==> src/bced_pkg.sv <==
// ============================================================================
// bced_pkg
// Shared types and constants for the button click event detector.
// ============================================================================
package bced_pkg;

    // Field widths
    localparam int unsigned TimeW   = 32;
    localparam int unsigned ThreshW = 16;
    localparam int unsigned CountW  = 32;
    localparam int unsigned EventW  = 3;
    localparam int unsigned AddrW   = 4;
    localparam int unsigned DataW   = 32;

    // Register indexes (byte address = 4 * index)
    localparam logic [1:0] RegDebounce  = 2'd0;
    localparam logic [1:0] RegLongPress = 2'd1;
    localparam logic [1:0] RegDblWindow = 2'd2;
    localparam logic [1:0] RegActiveLow = 2'd3;

    // Register reset values
    localparam logic [ThreshW-1:0] DebounceRst  = 16'd20;
    localparam logic [ThreshW-1:0] LongPressRst = 16'd1000;
    localparam logic [ThreshW-1:0] DblWindowRst = 16'd300;

    // Event codes
    typedef enum logic [EventW-1:0] {
        EV_NONE   = 3'd0,
        EV_DOWN   = 3'd1,
        EV_CLICK  = 3'd2,
        EV_DOUBLE = 3'd3,
        EV_LONG   = 3'd4
    } t_event_e;

    // Configuration seen by the detector
    typedef struct packed {
        logic [ThreshW-1:0] debounce_time;
        logic [ThreshW-1:0] long_press_time;
        logic [ThreshW-1:0] double_click_window;
        logic               active_low;
    } t_cfg;

    // One registered button sample
    typedef struct packed {
        logic             pin_level;
        logic [TimeW-1:0] time_ms;
        logic             clear_counts;
    } t_sample;

endpackage

==> src/bced_apb_regs.sv <==
// ============================================================================
// bced_apb_regs
// APB register file: thresholds and pin polarity.
// ============================================================================
module bced_apb_regs (
    input  logic                        i_clk,
    input  logic                        i_rst_n,
    input  logic                        psel,
    input  logic                        penable,
    input  logic                        pwrite,
    input  logic [bced_pkg::AddrW-1:0]  paddr,
    input  logic [bced_pkg::DataW-1:0]  pwdata,
    output logic [bced_pkg::DataW-1:0]  prdata,
    output logic                        pready,
    output bced_pkg::t_cfg              o_cfg
);

    bced_pkg::t_cfg r_cfg;
    logic           wr_en;
    logic [1:0]     reg_idx;

    assign pready  = 1'b1;
    assign wr_en   = psel & penable & pwrite;
    assign reg_idx = paddr[3:2];

    // Register writes on the access phase
    always_ff @(posedge i_clk) begin
        if (!i_rst_n) begin
            r_cfg.debounce_time       <= bced_pkg::DebounceRst;
            r_cfg.long_press_time     <= bced_pkg::LongPressRst;
            r_cfg.double_click_window <= bced_pkg::DblWindowRst;
            r_cfg.active_low          <= 1'b1;
        end else if (wr_en) begin
            unique case (reg_idx)
                bced_pkg::RegDebounce:  r_cfg.debounce_time <= pwdata[15:0];
                bced_pkg::RegLongPress: r_cfg.long_press_time <= pwdata[15:0];
                bced_pkg::RegDblWindow: r_cfg.double_click_window <= pwdata[15:0];
                bced_pkg::RegActiveLow: r_cfg.active_low <= pwdata[0];
                default: ;
            endcase
        end
    end

    // Read mux
    always_comb begin
        prdata = '0;
        unique case (reg_idx)
            bced_pkg::RegDebounce:  prdata = {16'd0, r_cfg.debounce_time};
            bced_pkg::RegLongPress: prdata = {16'd0, r_cfg.long_press_time};
            bced_pkg::RegDblWindow: prdata = {16'd0, r_cfg.double_click_window};
            bced_pkg::RegActiveLow: prdata = {31'd0, r_cfg.active_low};
            default:                prdata = '0;
        endcase
    end

    assign o_cfg = r_cfg;

endmodule

==> src/bced_in_stage.sv <==
// ============================================================================
// bced_in_stage
// Input register: holds one button sample until the detector takes it.
// ============================================================================
module bced_in_stage (
    input  logic                        i_clk,
    input  logic                        i_rst_n,
    input  logic                        i_valid,
    output logic                        o_ready,
    input  logic                        i_pin_level,
    input  logic [bced_pkg::TimeW-1:0]  i_time_ms,
    input  logic                        i_clear_counts,
    output logic                        o_vld,
    output bced_pkg::t_sample           o_sample,
    input  logic                        i_take
);

    logic              r_vld;
    bced_pkg::t_sample r_sample;

    // Free when empty or when the held sample leaves this cycle
    assign o_ready = ~r_vld | i_take;

    always_ff @(posedge i_clk) begin
        if (!i_rst_n) begin
            r_vld <= 1'b0;
        end else if (o_ready) begin
            r_vld <= i_valid;
        end
    end

    // Sample payload, loaded on each transfer
    always_ff @(posedge i_clk) begin
        if (i_valid && o_ready) begin
            r_sample.pin_level    <= i_pin_level;
            r_sample.time_ms      <= i_time_ms;
            r_sample.clear_counts <= i_clear_counts;
        end
    end

    assign o_vld    = r_vld;
    assign o_sample = r_sample;

endmodule

==> src/bced_core.sv <==
// ============================================================================
// bced_core
// Click state machine, event counters and result register.
// ============================================================================
module bced_core (
    input  logic                        i_clk,
    input  logic                        i_rst_n,
    input  bced_pkg::t_cfg              i_cfg,
    input  logic                        i_vld,
    input  bced_pkg::t_sample           i_sample,
    output logic                        o_take,
    output logic                        o_valid,
    input  logic                        i_ready,
    output logic [bced_pkg::EventW-1:0] o_event_code,
    output logic [bced_pkg::CountW-1:0] o_click_total,
    output logic [bced_pkg::CountW-1:0] o_double_click_total,
    output logic [bced_pkg::CountW-1:0] o_long_press_total
);

    typedef enum logic [1:0] {
        PH_IDLE     = 2'd0,
        PH_DEBOUNCE = 2'd1,
        PH_PRESSED  = 2'd2,
        PH_WAIT     = 2'd3
    } t_phase_e;

    t_phase_e                    r_phase, n_phase;
    logic [bced_pkg::TimeW-1:0]  r_mark, n_mark;
    logic [bced_pkg::TimeW-1:0]  r_start, n_start;
    logic                        r_pending, n_pending;
    logic                        r_dbl_conf, n_dbl_conf;
    logic [bced_pkg::CountW-1:0] r_click, n_click;
    logic [bced_pkg::CountW-1:0] r_double, n_double;
    logic [bced_pkg::CountW-1:0] r_long, n_long;
    logic                        r_out_vld;
    bced_pkg::t_event_e          r_event, n_event;

    logic                        pressed;
    logic [bced_pkg::TimeW-1:0]  since_mark;
    logic [bced_pkg::TimeW-1:0]  since_start;
    logic                        debounce_done;
    logic                        window_done;
    logic                        long_hold;
    logic [bced_pkg::CountW-1:0] base_click, base_double, base_long;

    // Take a sample when the result register is free or being drained
    assign o_take = i_vld & (~r_out_vld | i_ready);

    // Active-high press and wrapping elapsed times
    assign pressed       = i_sample.pin_level ^ i_cfg.active_low;
    assign since_mark    = i_sample.time_ms - r_mark;
    assign since_start   = i_sample.time_ms - r_start;
    assign debounce_done = since_mark  >= {16'd0, i_cfg.debounce_time};
    assign window_done   = since_mark  >= {16'd0, i_cfg.double_click_window};
    assign long_hold     = since_start >= {16'd0, i_cfg.long_press_time};

    // Clear comes before any count of this step
    assign base_click  = i_sample.clear_counts ? '0 : r_click;
    assign base_double = i_sample.clear_counts ? '0 : r_double;
    assign base_long   = i_sample.clear_counts ? '0 : r_long;

    // Next state for one sample
    always_comb begin
        n_phase    = r_phase;
        n_mark     = r_mark;
        n_start    = r_start;
        n_pending  = r_pending;
        n_dbl_conf = r_dbl_conf;
        n_click    = base_click;
        n_double   = base_double;
        n_long     = base_long;
        n_event    = bced_pkg::EV_NONE;
        unique case (r_phase)
            PH_IDLE: begin
                if (pressed) begin
                    n_phase = PH_DEBOUNCE;
                    n_mark  = i_sample.time_ms;
                end
            end
            PH_DEBOUNCE: begin
                if (debounce_done) begin
                    if (pressed) begin
                        n_phase = PH_PRESSED;
                        n_start = i_sample.time_ms;
                        n_event = bced_pkg::EV_DOWN;
                    end else begin
                        n_phase = PH_IDLE;
                    end
                end
            end
            PH_PRESSED: begin
                if (!pressed) begin
                    if (long_hold) begin
                        n_long     = base_long + 1'b1;
                        n_event    = bced_pkg::EV_LONG;
                        n_dbl_conf = 1'b0;
                        n_phase    = PH_IDLE;
                    end else if (r_dbl_conf) begin
                        // release after a double click is absorbed
                        n_dbl_conf = 1'b0;
                        n_phase    = PH_IDLE;
                    end else begin
                        n_phase   = PH_WAIT;
                        n_mark    = i_sample.time_ms;
                        n_pending = 1'b1;
                    end
                end
            end
            PH_WAIT: begin
                if (pressed) begin
                    if (r_pending) begin
                        n_double   = base_double + 1'b1;
                        n_pending  = 1'b0;
                        n_dbl_conf = 1'b1;
                        n_event    = bced_pkg::EV_DOUBLE;
                    end
                    n_phase = PH_PRESSED;
                    n_start = i_sample.time_ms;
                end else if (window_done) begin
                    if (r_pending) begin
                        n_click   = base_click + 1'b1;
                        n_event   = bced_pkg::EV_CLICK;
                        n_pending = 1'b0;
                    end
                    n_phase = PH_IDLE;
                end
            end
            default: n_phase = PH_IDLE;
        endcase
    end

    // State, counters and result register
    always_ff @(posedge i_clk) begin
        if (!i_rst_n) begin
            r_phase    <= PH_IDLE;
            r_mark     <= '0;
            r_start    <= '0;
            r_pending  <= 1'b0;
            r_dbl_conf <= 1'b0;
            r_click    <= '0;
            r_double   <= '0;
            r_long     <= '0;
            r_out_vld  <= 1'b0;
            r_event    <= bced_pkg::EV_NONE;
        end else begin
            if (o_take) begin
                r_phase    <= n_phase;
                r_mark     <= n_mark;
                r_start    <= n_start;
                r_pending  <= n_pending;
                r_dbl_conf <= n_dbl_conf;
                r_click    <= n_click;
                r_double   <= n_double;
                r_long     <= n_long;
                r_event    <= n_event;
                r_out_vld  <= 1'b1;
            end else if (i_ready) begin
                r_out_vld  <= 1'b0;
            end
        end
    end

    // Counters double as the result totals
    assign o_valid              = r_out_vld;
    assign o_event_code         = r_event;
    assign o_click_total        = r_click;
    assign o_double_click_total = r_double;
    assign o_long_press_total   = r_long;

endmodule

==> src/button_click_event_detector.sv <==
// ============================================================================
// button_click_event_detector
// Debounced button event detector with click, double-click and long press.
// ============================================================================
// Each transfer on the input channel is one button sample (pin level, 32-bit
// millisecond timestamp, counter-clear flag) and yields exactly one result:
// an event code and the three event totals after that sample. A sample goes
// through the input register, then the result register, and a new sample is
// accepted every cycle unless the result channel stalls; the state machine
// update is combinational. Thresholds and pin polarity sit in APB
// registers at byte addresses 0x0 (debounce), 0x4 (long press), 0x8 (double
// click window) and 0xC (active low); write them only while no samples are
// in flight. Elapsed times wrap modulo 2^32.
// ============================================================================
module button_click_event_detector (
    input  logic                        i_clk,
    input  logic                        i_rst_n,
    // APB configuration port
    input  logic                        psel,
    input  logic                        penable,
    input  logic                        pwrite,
    input  logic [bced_pkg::AddrW-1:0]  paddr,
    input  logic [bced_pkg::DataW-1:0]  pwdata,
    output logic [bced_pkg::DataW-1:0]  prdata,
    output logic                        pready,
    // Sample channel
    input  logic                        i_valid,
    output logic                        o_ready,
    input  logic                        i_pin_level,
    input  logic [bced_pkg::TimeW-1:0]  i_time_ms,
    input  logic                        i_clear_counts,
    // Result channel
    output logic                        o_valid,
    input  logic                        i_ready,
    output logic [bced_pkg::EventW-1:0] o_event_code,
    output logic [bced_pkg::CountW-1:0] o_click_total,
    output logic [bced_pkg::CountW-1:0] o_double_click_total,
    output logic [bced_pkg::CountW-1:0] o_long_press_total
);

    bced_pkg::t_cfg    cfg;
    bced_pkg::t_sample sample;
    logic              sample_vld;
    logic              take;

    // Configuration registers
    bced_apb_regs u_regs (
        .i_clk   (i_clk),
        .i_rst_n (i_rst_n),
        .psel    (psel),
        .penable (penable),
        .pwrite  (pwrite),
        .paddr   (paddr),
        .pwdata  (pwdata),
        .prdata  (prdata),
        .pready  (pready),
        .o_cfg   (cfg)
    );

    // Input register
    bced_in_stage u_in (
        .i_clk          (i_clk),
        .i_rst_n        (i_rst_n),
        .i_valid        (i_valid),
        .o_ready        (o_ready),
        .i_pin_level    (i_pin_level),
        .i_time_ms      (i_time_ms),
        .i_clear_counts (i_clear_counts),
        .o_vld          (sample_vld),
        .o_sample       (sample),
        .i_take         (take)
    );

    // State machine and result register
    bced_core u_core (
        .i_clk                (i_clk),
        .i_rst_n              (i_rst_n),
        .i_cfg                (cfg),
        .i_vld                (sample_vld),
        .i_sample             (sample),
        .o_take               (take),
        .o_valid              (o_valid),
        .i_ready              (i_ready),
        .o_event_code         (o_event_code),
        .o_click_total        (o_click_total),
        .o_double_click_total (o_double_click_total),
        .o_long_press_total   (o_long_press_total)
    );

endmodule
==> config.mk <==
export PLATFORM = sky130hd
export DESIGN_NAME = button_click_event_detector
export DESIGN_NICKNAME = d
export VERILOG_FILES = /design/src/bced_pkg.sv /design/src/bced_apb_regs.sv /design/src/bced_in_stage.sv /design/src/bced_core.sv /design/src/button_click_event_detector.sv
export SDC_FILE = /design/constraint.sdc
export NUM_CORES = 1
export LEC_CHECK = 0
export BUFFER_PORTS_ARGS = -buffer_cell sky130_fd_sc_hd__buf_2
export CAP_MARGIN = 40
export CORE_ASPECT_RATIO = 2
export CORE_MARGIN = 10
export CORE_UTILIZATION = 30
export CTS_CLUSTER_SIZE = 14
export DETAILED_ROUTE_END_ITERATION = 6
export GPL_ROUTABILITY_DRIVEN = 0
export PLACE_DENSITY = 0.51
export RECOVER_POWER = 50
export SLEW_MARGIN = 20
export SYNTH_ARGS = -nofsm -noshare
export SYNTH_HDL_FRONTEND = slang
export SYNTH_SLANG_ARGS = --single-unit
==> constraint.sdc <==
create_clock -name i_clk -period 6.4 [get_ports i_clk]
set_input_delay 1.28 -clock i_clk [delete_from_list [all_inputs] [get_ports i_clk]]
set_output_delay 1.28 -clock i_clk [all_outputs]
set_load 0.005 [all_outputs]
# Yosys cells after proc, flatten, opt, wreduce, memory -nomap -nowiden
# Cells that the tools add are included.
dict set report word_totals {
  regBits 252
  latchBits 0
  mem_bits_rw 0
  romBits 0
  input_bits 77
  out_inout_bits 134
  elab_cells 116
  n_memories 0
}
dict set report op_classes {
  addsub 5
  mul 0
  div 0
  order_cmp 3
  eq_ne 14
  shifts 0
  muxes 52
  bitwise_logic 8
  n_reduce_logical 16
}
# operator count
set ops {}
lappend ops {{$mux 32} 19}
lappend ops {{$pmux 32 s2} 2}
lappend ops {{$pmux 32 s4} 1}
lappend ops {{$add 32x1->32 const B} 3}
lappend ops {{$ge 32x16->1} 3}
lappend ops {{$sub 32x32->32} 2}
lappend ops {{$mux 2} 10}
lappend ops {{$mux 3} 5}
lappend ops {{$reduce_and 6->1} 2}
lappend ops {{$mux 1} 11}
lappend ops {{$reduce_and 5->1} 2}
lappend ops {{$pmux 3 s3} 1}
lappend ops {{$eq 2x2->1 const B} 4}
lappend ops {{$ne 2x1->1 const B} 4}
lappend ops {{$pmux 2 s4} 1}
lappend ops {{$reduce_and 2->1} 4}
lappend ops {{$reduce_bool 2->1} 4}
lappend ops {{$ne 2x2->1 const B} 3}
lappend ops {{$eq 2x1->1 const B} 2}
lappend ops {{$logic_not 2->1} 2}
lappend ops {{$pmux 1 s2} 2}
lappend ops {{$and 1x1->1} 3}
lappend ops {{$ne 3x1->1 const B} 1}
lappend ops {{$reduce_and 3->1} 1}
lappend ops {{other kinds (4)} 6}

# Longest topological paths before layout
# Gate-level depths: netlist of run 1.
dict set report depth {
  word_depth 6
  ltp_mapped 23
  depth_no_buf 22
}

# Hierarchy
# Synthesis of run 1 repeated with hierarchy kept, for this count alone.
dict set report hier_totals {
  hier_cells 2094
  area_unflattened_um2 17021.3
}
# mod n_inst cells_per_inst area_each_um2 seq_area_each_um2
set by_module_without_submodules {}
lappend by_module_without_submodules {bced_core 1 1793 13540.5 3363.2}
lappend by_module_without_submodules {bced_apb_regs 1 262 2402.3 980.9}
lappend by_module_without_submodules {bced_in_stage 1 39 1078.5 1041.0}

# Worst setup path before layout of run 1
# OpenSTA, ideal clock, no wires.
dict set report synth_timing {
  path_type {register to register}
  from {register u_in.r_sample, in the netlist u_in.o_sample[3]}
  to {register u_core.r_mark[31] in the netlist's numbering}
  setup_ns 0.116
  arrival_time_ns 4.664
  required_time_ns 6.284
  path_slack_ns 1.619
  path_stages_with_launch 22
  n_path_buf 0
  synth_period_minus_slack_ns 4.781
  cell_sequence {edfxtp_1 > ha_1 > o211ai_1 > a21oi_1 > o21ai_0 > nor2_1 > nor2_1 > o21bai_1 > a21oi_1 > xnor2_1 > ha_1 > a21o_1 > a21o_1 > a32o_1 > nor4_1 > o221ai_1 > nor3_1 > nand4_1 > nand4b_1 > o41a_1 > or4_1 > o211a_1}
}
dict set report synth_via {
  elab_chain_cells 4
}
# element line
set synth_rtl {}
lappend synth_rtl {{from (decl)} bced_in_stage.sv:19} ;# bced_pkg::t_sample r_sample;
lappend synth_rtl {{$sub 32x32->32} bced_core.sv:52} ;# assign since_start = i_sample.time_ms - r_start;
lappend synth_rtl {{$ge 32x16->1} bced_core.sv:55} ;# assign long_hold = since_start >= {16'd0, i_cfg.long_press_time};
lappend synth_rtl {{$ne 2x2->1 (no line)} --}
lappend synth_rtl {{$reduce_and 6->1 (no line)} --}
lappend synth_rtl {{to (signal assigned)} bced_core.sv:148} ;# r_mark <= n_mark;
lappend synth_rtl {{to (decl)} bced_core.sv:28} ;# logic [bced_pkg::TimeW-1:0] r_mark, n_mark;
# No other way between the ends.
# A chain may end at the register's enable or synchronous reset.

# Worst setup path after layout of run 1
dict set report layout_timing {
  from {register u_in.r_sample, in the netlist u_in.o_sample[1]}
  to {register u_core.r_long, in the netlist u_core.o_long_press_total[2]}
}
dict set report layout_via {
  elab_chain_cells 5
}
# element line
set layout_rtl {}
lappend layout_rtl {{$sub 32x32->32} bced_core.sv:52}
lappend layout_rtl {{$ge 32x16->1} bced_core.sv:55}
lappend layout_rtl {{$mux 32} bced_core.sv:93} ;# if (long_hold) begin
lappend layout_rtl {{$mux 32} bced_core.sv:92} ;# if (!pressed) begin
lappend layout_rtl {{$mux 32} bced_core.sv:73} ;# unique case (r_phase)
lappend layout_rtl {{to (signal assigned)} bced_core.sv:154} ;# r_long <= n_long;
lappend layout_rtl {{to (decl)} bced_core.sv:34} ;# logic [bced_pkg::CountW-1:0] r_long, n_long;
# No other way between the ends.

==> summary.md, run 1 <==
| Metric | Value |
|---|---|
| Area growth, synth to finish | 13.28% |
| CTS H-tree lvls | 1 |
| WL final | 57,440 um |
| Metal3 WL | 3215 um |
| Most common cell after layout, fill and taps aside | nand2_1 |
| YS warnings | 0 |
| Outcome | finished, violations left |
| Initial antenna violation count | 3 |
| Vias in the first global route | 15,775 |
| Antenna Cells | 0 |
| Share of layout cells above drive strength 1 | 8.102% |
| Post-CTS Resized | 0 |
| Clock latency on the worst-skew pair | 580 ps |
| Worst path required time | 6860 ps |
| CTS sink count | 252 |
| Setup TNS | 0 ps |
| Predominant post-synthesis flop cell | dfxtp_1 |
| Min cycle time layout | 5623 ps |
| Worst Max-Slew Pin Slew | 2510 ps |
| Final worst slack | 776.8 ps |
| Critical path type | flip-flop to flip-flop |
| Final HPWL DP | 43,480 um |
| Met2 wire length | 30,390 um |
| First-pass GRT wire length | 88,180 um |
| Total number of vias | 15,958 |
| Synthesized cell area | 16,570 um^2 |
| FMAX | 177.8 MHz |
| Uppermost layer routed | met5 |
| Grt ovf | 0 |
| Most frequent cells in the layout | 318 x nand2_1, 218 x dfxtp_1, 161 x nor2_1, 160 x a21oi_1, 131 x inv_1 |
| Largest family of logic cells by synthesized area | simple AND/OR/NAND/NOR gates |
| Number of CTS-inserted buffers | 26 |
| Setup WS pre-CTS | 760.4 ps |
| Cell variety after synth | 79 |
| Final Skew | 19.15 ps |
| Total Power | 0.004034 W |
| Sequential share of the synthesized area | 32.51% |
| Hold_buf cts | 0 |
| Async S/R FF share, synth | 0% |
| Worst Path Arrival | 6080 ps |
| Avg Inst Size Synth | 7.885 um^2 |
| Slew Limit Fails | 154 |
| Post-CTS Setup Inserts | 0 |
| Root Driver | clkbuf_16 |
| Placed inst area | 18,090 um^2 |
| Die W | 186.2 um |
| I/O pin cnt | 211 |
| Post-Synth Adder-Cell Area | 8.776% |
| Final Hold Vio Count | 0 |
| Simple-gate share of the synthesized area | 21.93% |
| Setup crit start kind | flip-flop |
| Worst hold path type | flip-flop to flip-flop |
| WL/cell | 19.74 um |
| Drt pass-1 iters | 6 |
| Height of the die | 352.3 um |
| CTS Buffer Depth | 3 |
| Count of final setup violators | 0 |
| M1 WL | 21,660 um |
| Number of port buffers | 175 |
| Drt drc | 0 |
| Power Dens Cells | 215.0 nW/um^2 |
| Final nets | 2,407 |
| Initial core utilization | 30.39% |
| # rows | 121 |
| Slew HR | -68.25% |
| Synth Register Bits | 252 |
| Detail Route Antenna Nets | 0 |
| Pin count of the biggest net entering global routing | 66 |
| Via-to-Cell Ratio | 5.484 |
| CTS tree | yes |
| Tot GR Track Use | 16.80% |
| Core Area | 54,500 um^2 |
| RSZ-0062 raised after global routing | no |
| Pleak | 6.855 nW |
| CP Capture Type | flip-flop |
| Post-Synth XOR/XNOR Area | 4.124% |
| Iteration-0 DRC Markers | 834 |
| Fraction of synthesized area in multiplexers | 4.819% |
| Final instance area | 18,770 um^2 |
| Number of synthesized flops with an enable pin | 34 |
| CTS clk-pin slew, worst paths | 70 ps |
| Die area | 65,590 um^2 |
| Crit-path max FO | 20 |
| Synth Area in Compound Gates | 21.35% |
| Failing checks | max-capacitance violations, max-slew violations |
| Tcrit/Tclk final | 87.86% |
| Worst vdd ir | 0.2063 mV |
| # Max-Cap Violations | 4 |
| Cells after Synth | 2,101 |
==> power by group <==
group	total, W	internal [W]	switching (W)	leakage, nW
combinational	0.000827	0.000307	0.000520	4.36
sequential	0.00168	0.00164	0.0000399	2.09
clock	0.00153	0.000836	0.000692	0.405
==> layer usage <==
| layer | vias up | GRT usage, % |
|---|---|---|
| met5 | - | 0 |
| met4 | 6 | 7.481 |
| met3 | 104 | 2.494 |
| met2 | 491 | 31.59 |
| met1 | 7616 | 17.63 |
| li1 | 7741 | - |
==> final timing paths <==
kind | to | slack (ps) | cells after the start | start
setup / recovery | u_core.o_long_press_total[2] | 780 | 23 | u_in.o_sample[1]
hold / removal | u_regs.o_cfg[10] | 470 | 2 | u_regs.o_cfg[10]
setup reg to reg | u_core.o_long_press_total[2] | 780 | 23 | u_in.o_sample[1]
hold reg to reg | u_regs.o_cfg[10] | 470 | 2 | u_regs.o_cfg[10]
==> cell type report <==
type | instances | area, um^2
sequential | 252 | 5385
timing repair buffer | 204 | 989.7
fill | 5755 | 35740
multi-input combinational | 1598 | 10220
inverter | 133 | 500.5
clock inverter | 7 | 52.55
tap | 676 | 845.8
clock buffer | 40 | 774.5
==> cells by family after synthesis <==
group,Yosys count
AO/OA/AOI/OAI,532
XOR/XNOR,78
adder cells (fa/ha/maj),115
buffers and inverters,266
flip-flops,252
multiplexers,78
other,2
AND/OR/NAND/NOR,778
==> registers in the layout (all words and copies together) (netlist names) <==
| name | cells |
|---|---|
| u_regs.o_cfg | 49 |
| u_in.o_sample | 34 |
| u_core.o_click_total | 32 |
| u_core.o_double_click_total | 32 |
| u_core.o_long_press_total | 32 |
| u_core.r_mark | 32 |
| u_core.r_start | 32 |
| u_core.o_event_code | 3 |
| u_core.r_phase | 2 |
| u_core.o_valid | 1 |
| u_core.r_dbl_conf | 1 |
| u_core.r_pending | 1 |
| u_in.o_vld | 1 |
==> synthesized netlist by cell type, types with 6 or more instances <==
| cell type | number | area share [%] |
|---|---|---|
| nand2_1 | 319 | 7.2 |
| dfxtp_1 | 218 | 26 |
| nor2_1 | 163 | 3.7 |
| a21oi_1 | 160 | 4.8 |
| inv_1 | 132 | 3.0 |
| ha_1 | 113 | 8.5 |
| clkbuf_1 | 107 | 2.4 |
| mux2i_1 | 73 | 4.4 |
| nand3_1 | 72 | 2.2 |
| o21ai_0 | 66 | 2.0 |
| xnor2_1 | 52 | 2.7 |
| nand4_1 | 49 | 1.9 |
| a221oi_1 | 35 | 1.9 |
| nor3_1 | 35 | 1.1 |
| o211ai_1 | 35 | 1.6 |
| a22oi_1 | 34 | 1.5 |
| edfxtp_1 | 34 | 6.2 |
| a21o_1 | 33 | 1.5 |
| o22ai_1 | 32 | 1.2 |
| and3_1 | 31 | 1.2 |
| xor2_1 | 26 | 1.4 |
| o21a_1 | 19 | 0.86 |
| buf_4 | 17 | 0.77 |
| nor3b_1 | 14 | 0.63 |
| nand2b_1 | 13 | 0.49 |
| nor2b_1 | 13 | 0.49 |
| a211oi_1 | 12 | 0.54 |
| a31oi_1 | 12 | 0.45 |
| and2_1 | 12 | 0.45 |
| nor4_1 | 12 | 0.45 |
| a31o_2 | 11 | 0.58 |
| o31ai_1 | 11 | 0.50 |
| and4_1 | 10 | 0.53 |
| or3_1 | 10 | 0.38 |
| o2111ai_1 | 8 | 0.42 |
| a211o_1 | 7 | 0.37 |
| o21bai_1 | 6 | 0.27 |
==> per-stage QoR <==
stage | utilization (%) | hold WS, ps | cells
after global placement | 33.08 | 457.7 | 2856
after global routing | 34.43 | 498.6 | 2910
after CTS | 34.70 | 469.6 | 2909
final | 34.43 | 468.8 | 2910
after floorplan | - | 448.7 | 2116
after detailed placement | 33.19 | 460.9 | 2862
==> critical path: stages (launching register included) <==
cell and delay [ps]:
edfxtp_1 420, inv_1 100, ha_1 230, fa_1 400, nand2b_1 180, a21oi_1 330
nor2_1 130, o21ai_0 320, a21o_1 170, a21oi_1 70, xnor2_1 140, ha_1 290
nand2_1 70, o21ai_0 110, a2111oi_0 410, buf_4 200, o21ai_0 100, nor3_1 250
nand4_1 190, nand4b_1 240, buf_4 190, o21a_1 470, and3_1 320, o21a_1 160
Power figures use the tool's default switching activity.
==> run 2, diff against run 1 <==
- SLEW_MARGIN: 20 -> unset
- clock period: 6.4 -> 6.3 ns (I/O delays scaled with it)
==> summary.md, run 2 (same netlist as run 1, synthesis figures left out) <==
| Metric | Value |
|---|---|
| Worst Path Arrival | 6060 ps (-20 ps) |
| Clock power share | 37.7% (-0.2 points) |
| Final Hold Vio Count | 0 (unchanged) |
| Initial core utilization | 30.39% (unchanged) |
| Worst hold slack | 472.1 ps (+3.282 ps) |
| Switching Share | 30.95% (-0.089 points) |
| Drt drc | 0 (unchanged) |
| # rows | 121 (unchanged) |
| Total Power | 0.004077 W (+1.1%) |
| Count of final setup violators | 0 (unchanged) |
| Worst hold path type | flip-flop to flip-flop |
| Final non-filler cell total | 2,906 (-0.14%) |
| Initial antenna violation count | 0 (-3) |
| Post-CTS Resized | 0 (unchanged) |
| Most common cell after layout, fill and taps aside | nand2_1 |
| Share of power burned in registers | 41.8% (+0.2 points) |
| CTS H-tree lvls | 1 (unchanged) |
| Reg2Reg Setup Slack | 690 ps (-80 ps) |
| Placed inst area | 18,090 um^2 (about the same) |
| Failing checks | max-capacitance violations, max-slew violations |
| Die area | 65,590 um^2 (unchanged) |
| Share of layout cells above drive strength 1 | 8.072% (-0.030 points) |
| WL final | 57,610 um (+0.29%) |
| Gate power share | 20.5% (about the same) |
| Final instance area | 18,730 um^2 (-0.18%) |
| Critical path type | flip-flop to flip-flop |
| FMAX | 178.4 MHz (+0.30%) |
| Detail Route Antenna Nets | 0 (unchanged) |
| CP top delay family | compound AO/OA/AOI/OAI gates |
| Outcome | finished, violations left |
| Worst Max-Slew Pin Slew | 1862 ps (-648.4 ps) |
| Final Skew | 38.86 ps (+19.71 ps) |
| Number of port buffers | 175 (unchanged) |
| Filler cells | 5,762 (+0.12%) |
| Pin count of the biggest net entering global routing | 98 (+48%) |
| Clock latency on the worst-skew pair | 590 ps (about the same) |
| Total number of vias | 15,745 (-1.3%) |
| Multi-input logic area | 10,210 um^2 (about the same) |
| Iteration-0 DRC Markers | 896 (+7.4%) |
| Power Dens Cells | 217.7 nW/um^2 (+1.3%) |
| Slew Limit Fails | 57 (-63%) |
| Die W | 186.2 um (unchanged) |
| CTS tree | yes |
| Vias in the first global route | 15,546 (-1.5%) |
| Root Driver | clkbuf_16 |
| Area growth, synth to finish | 13.07% |
| Int Power | 0.002816 W (+1.2%) |
| Tcrit/Tclk final | 88.99% (+1.1 points) |
| Most frequent cells in the layout | 318 x nand2_1, 218 x dfxtp_1, 161 x nor2_1, 160 x a21oi_1, 131 x inv_1 |
| Number of CTS-inserted buffers | 25 (-3.8%) |
| Worst path required time | 6750 ps (-110 ps) |
| R2r startpoint | u_in.o_sample[5] |
| CP cell instances | ha_1 > a21oi_1 > nand2_1 > o21ai_0 > nor2_1 > nor2_1 > o21bai_1 > a21oi_1 > xnor2_1 > ha_1 > a21o_1 > a21o_1 > a32o_1 > nor4_1 > o221ai_1 > nor3_1 > nand4_1 > nand4b_1 > o41a_1 > or4_1 > o211a_1 |
| Slew HR | -24.10% (+44 points) |
| Final nets | 2,405 (-0.083%) |
| Crit-path max FO | 5 (-75%) |
| CP Buf/Inv Count | 0 (-3) |
| Pleak | 6.854 nW (about the same) |
| Setup crit start kind | flip-flop |
| Final HPWL DP | 43,490 um (about the same) |
| Worst path max stage delay | 520 ps (+50 ps) |
| Max reg flops | 49 (unchanged) |
| # Max-Cap Violations | 2 (-2) |
| Grt ovf | 0 (unchanged) |
| CP Capture Type | flip-flop |
| WL/cell | 19.82 um (+0.43%) |
| Via-to-Cell Ratio | 5.418 (-1.2%) |
| Hold wc startpoint | u_regs.o_cfg[10] |
| Min cycle time layout | 5607 ps (-16.59 ps) |
| Antenna Cells | 0 (unchanged) |
| RSZ-0062 raised after global routing | no |
| First-pass GRT wire length | 86,860 um (-1.5%) |
| Cells after DPL | 2,862 (unchanged) |
| Height of the die | 352.3 um (unchanged) |
| NetSw | 0.001262 W (+0.79%) |
| I/O pin cnt | 211 (unchanged) |
| Max stage delay cell, worst path | or4_1 |
| Tot GR Track Use | 16.66% (-0.14 points) |
| Core Area | 54,500 um^2 (unchanged) |
| Setup TNS | 0 ps (unchanged) |
| CTS Buffer Depth | 3 (unchanged) |
| Post-CTS Setup Inserts | 0 (unchanged) |
| Worst Setup SP | u_in.o_sample[5] |
| Drt pass-1 iters | 5 (-1) |
| Reg area | 5385 um^2 (unchanged) |
| Hold_buf cts | 0 (unchanged) |
| Worst vdd ir | 0.2063 mV (about the same) |
| CTS clk-pin slew, worst paths | 70 ps (about the same) |
| CTS sink count | 252 (unchanged) |
==> run 2: routing by layer <==
metal | GRT usage [%] | part of all wire [%]
met2 | 31.11 | 52
met5 | 0 | 0
met4 | 8.289 | 4.5
met1 | 17.41 | 38
met3 | 2.371 | 5.0
==> run 2: worst register-to-register path, cell delays in order, from the launching register on <==
cell	delay [ps]
edfxtp_1	490
ha_1	400
a21oi_1	240
nand2_1	90
o21ai_0	420
nor2_1	80
nor2_1	250
o21bai_1	100
a21oi_1	180
xnor2_1	160
ha_1	280
a21o_1	160
a21o_1	180
a32o_1	200
nor4_1	260
o221ai_1	150
nor3_1	290
nand4_1	190
nand4b_1	240
o41a_1	470
or4_1	520
o211a_1	140
==> run 2: layout make-up <==
class,instances,area share (%)
Sequential cell,252,28.75
Clock buffer,39,4.115
Tap cell,676,4.515
Clock inverter,5,0.1603
Inverter,133,2.679
Multi-Input combinational cell,1598,54.53
Timing Repair Buffer,203,5.250
==> run 2: worst paths after layout <==
path,to,depth (start not counted)
max,u_core.r_mark[31],21
min,u_regs.o_cfg[10],2
max reg2reg,u_core.r_mark[31],21
min reg2reg,u_regs.o_cfg[10],2
==> run 2: through the flow <==
| stage | util, % | worst slack, ps |
|---|---|---|
| 3_5_place_dp | 33.19 | 702.6 |
| 3_3_place_gp | 33.10 | 708.4 |
| 2_1_floorplan | - | 1519 |
| 6_report | 34.37 | 693.4 |
| 5_1_grt | 34.37 | 309.7 |
| 4_1_cts | 34.66 | 660.7 |
==> run 2: power by group through the flow <==
stage	clock (W)	sequential, W	combinational, W
detailed placement	0	0.00174	0.000833
finish	0.00154	0.00171	0.000835
global route	0.00164	0.00171	0.000924
CTS	0.00160	0.00170	0.000837
global placement	0	0.00174	0.000820
floorplan	0	0.00172	0.000593
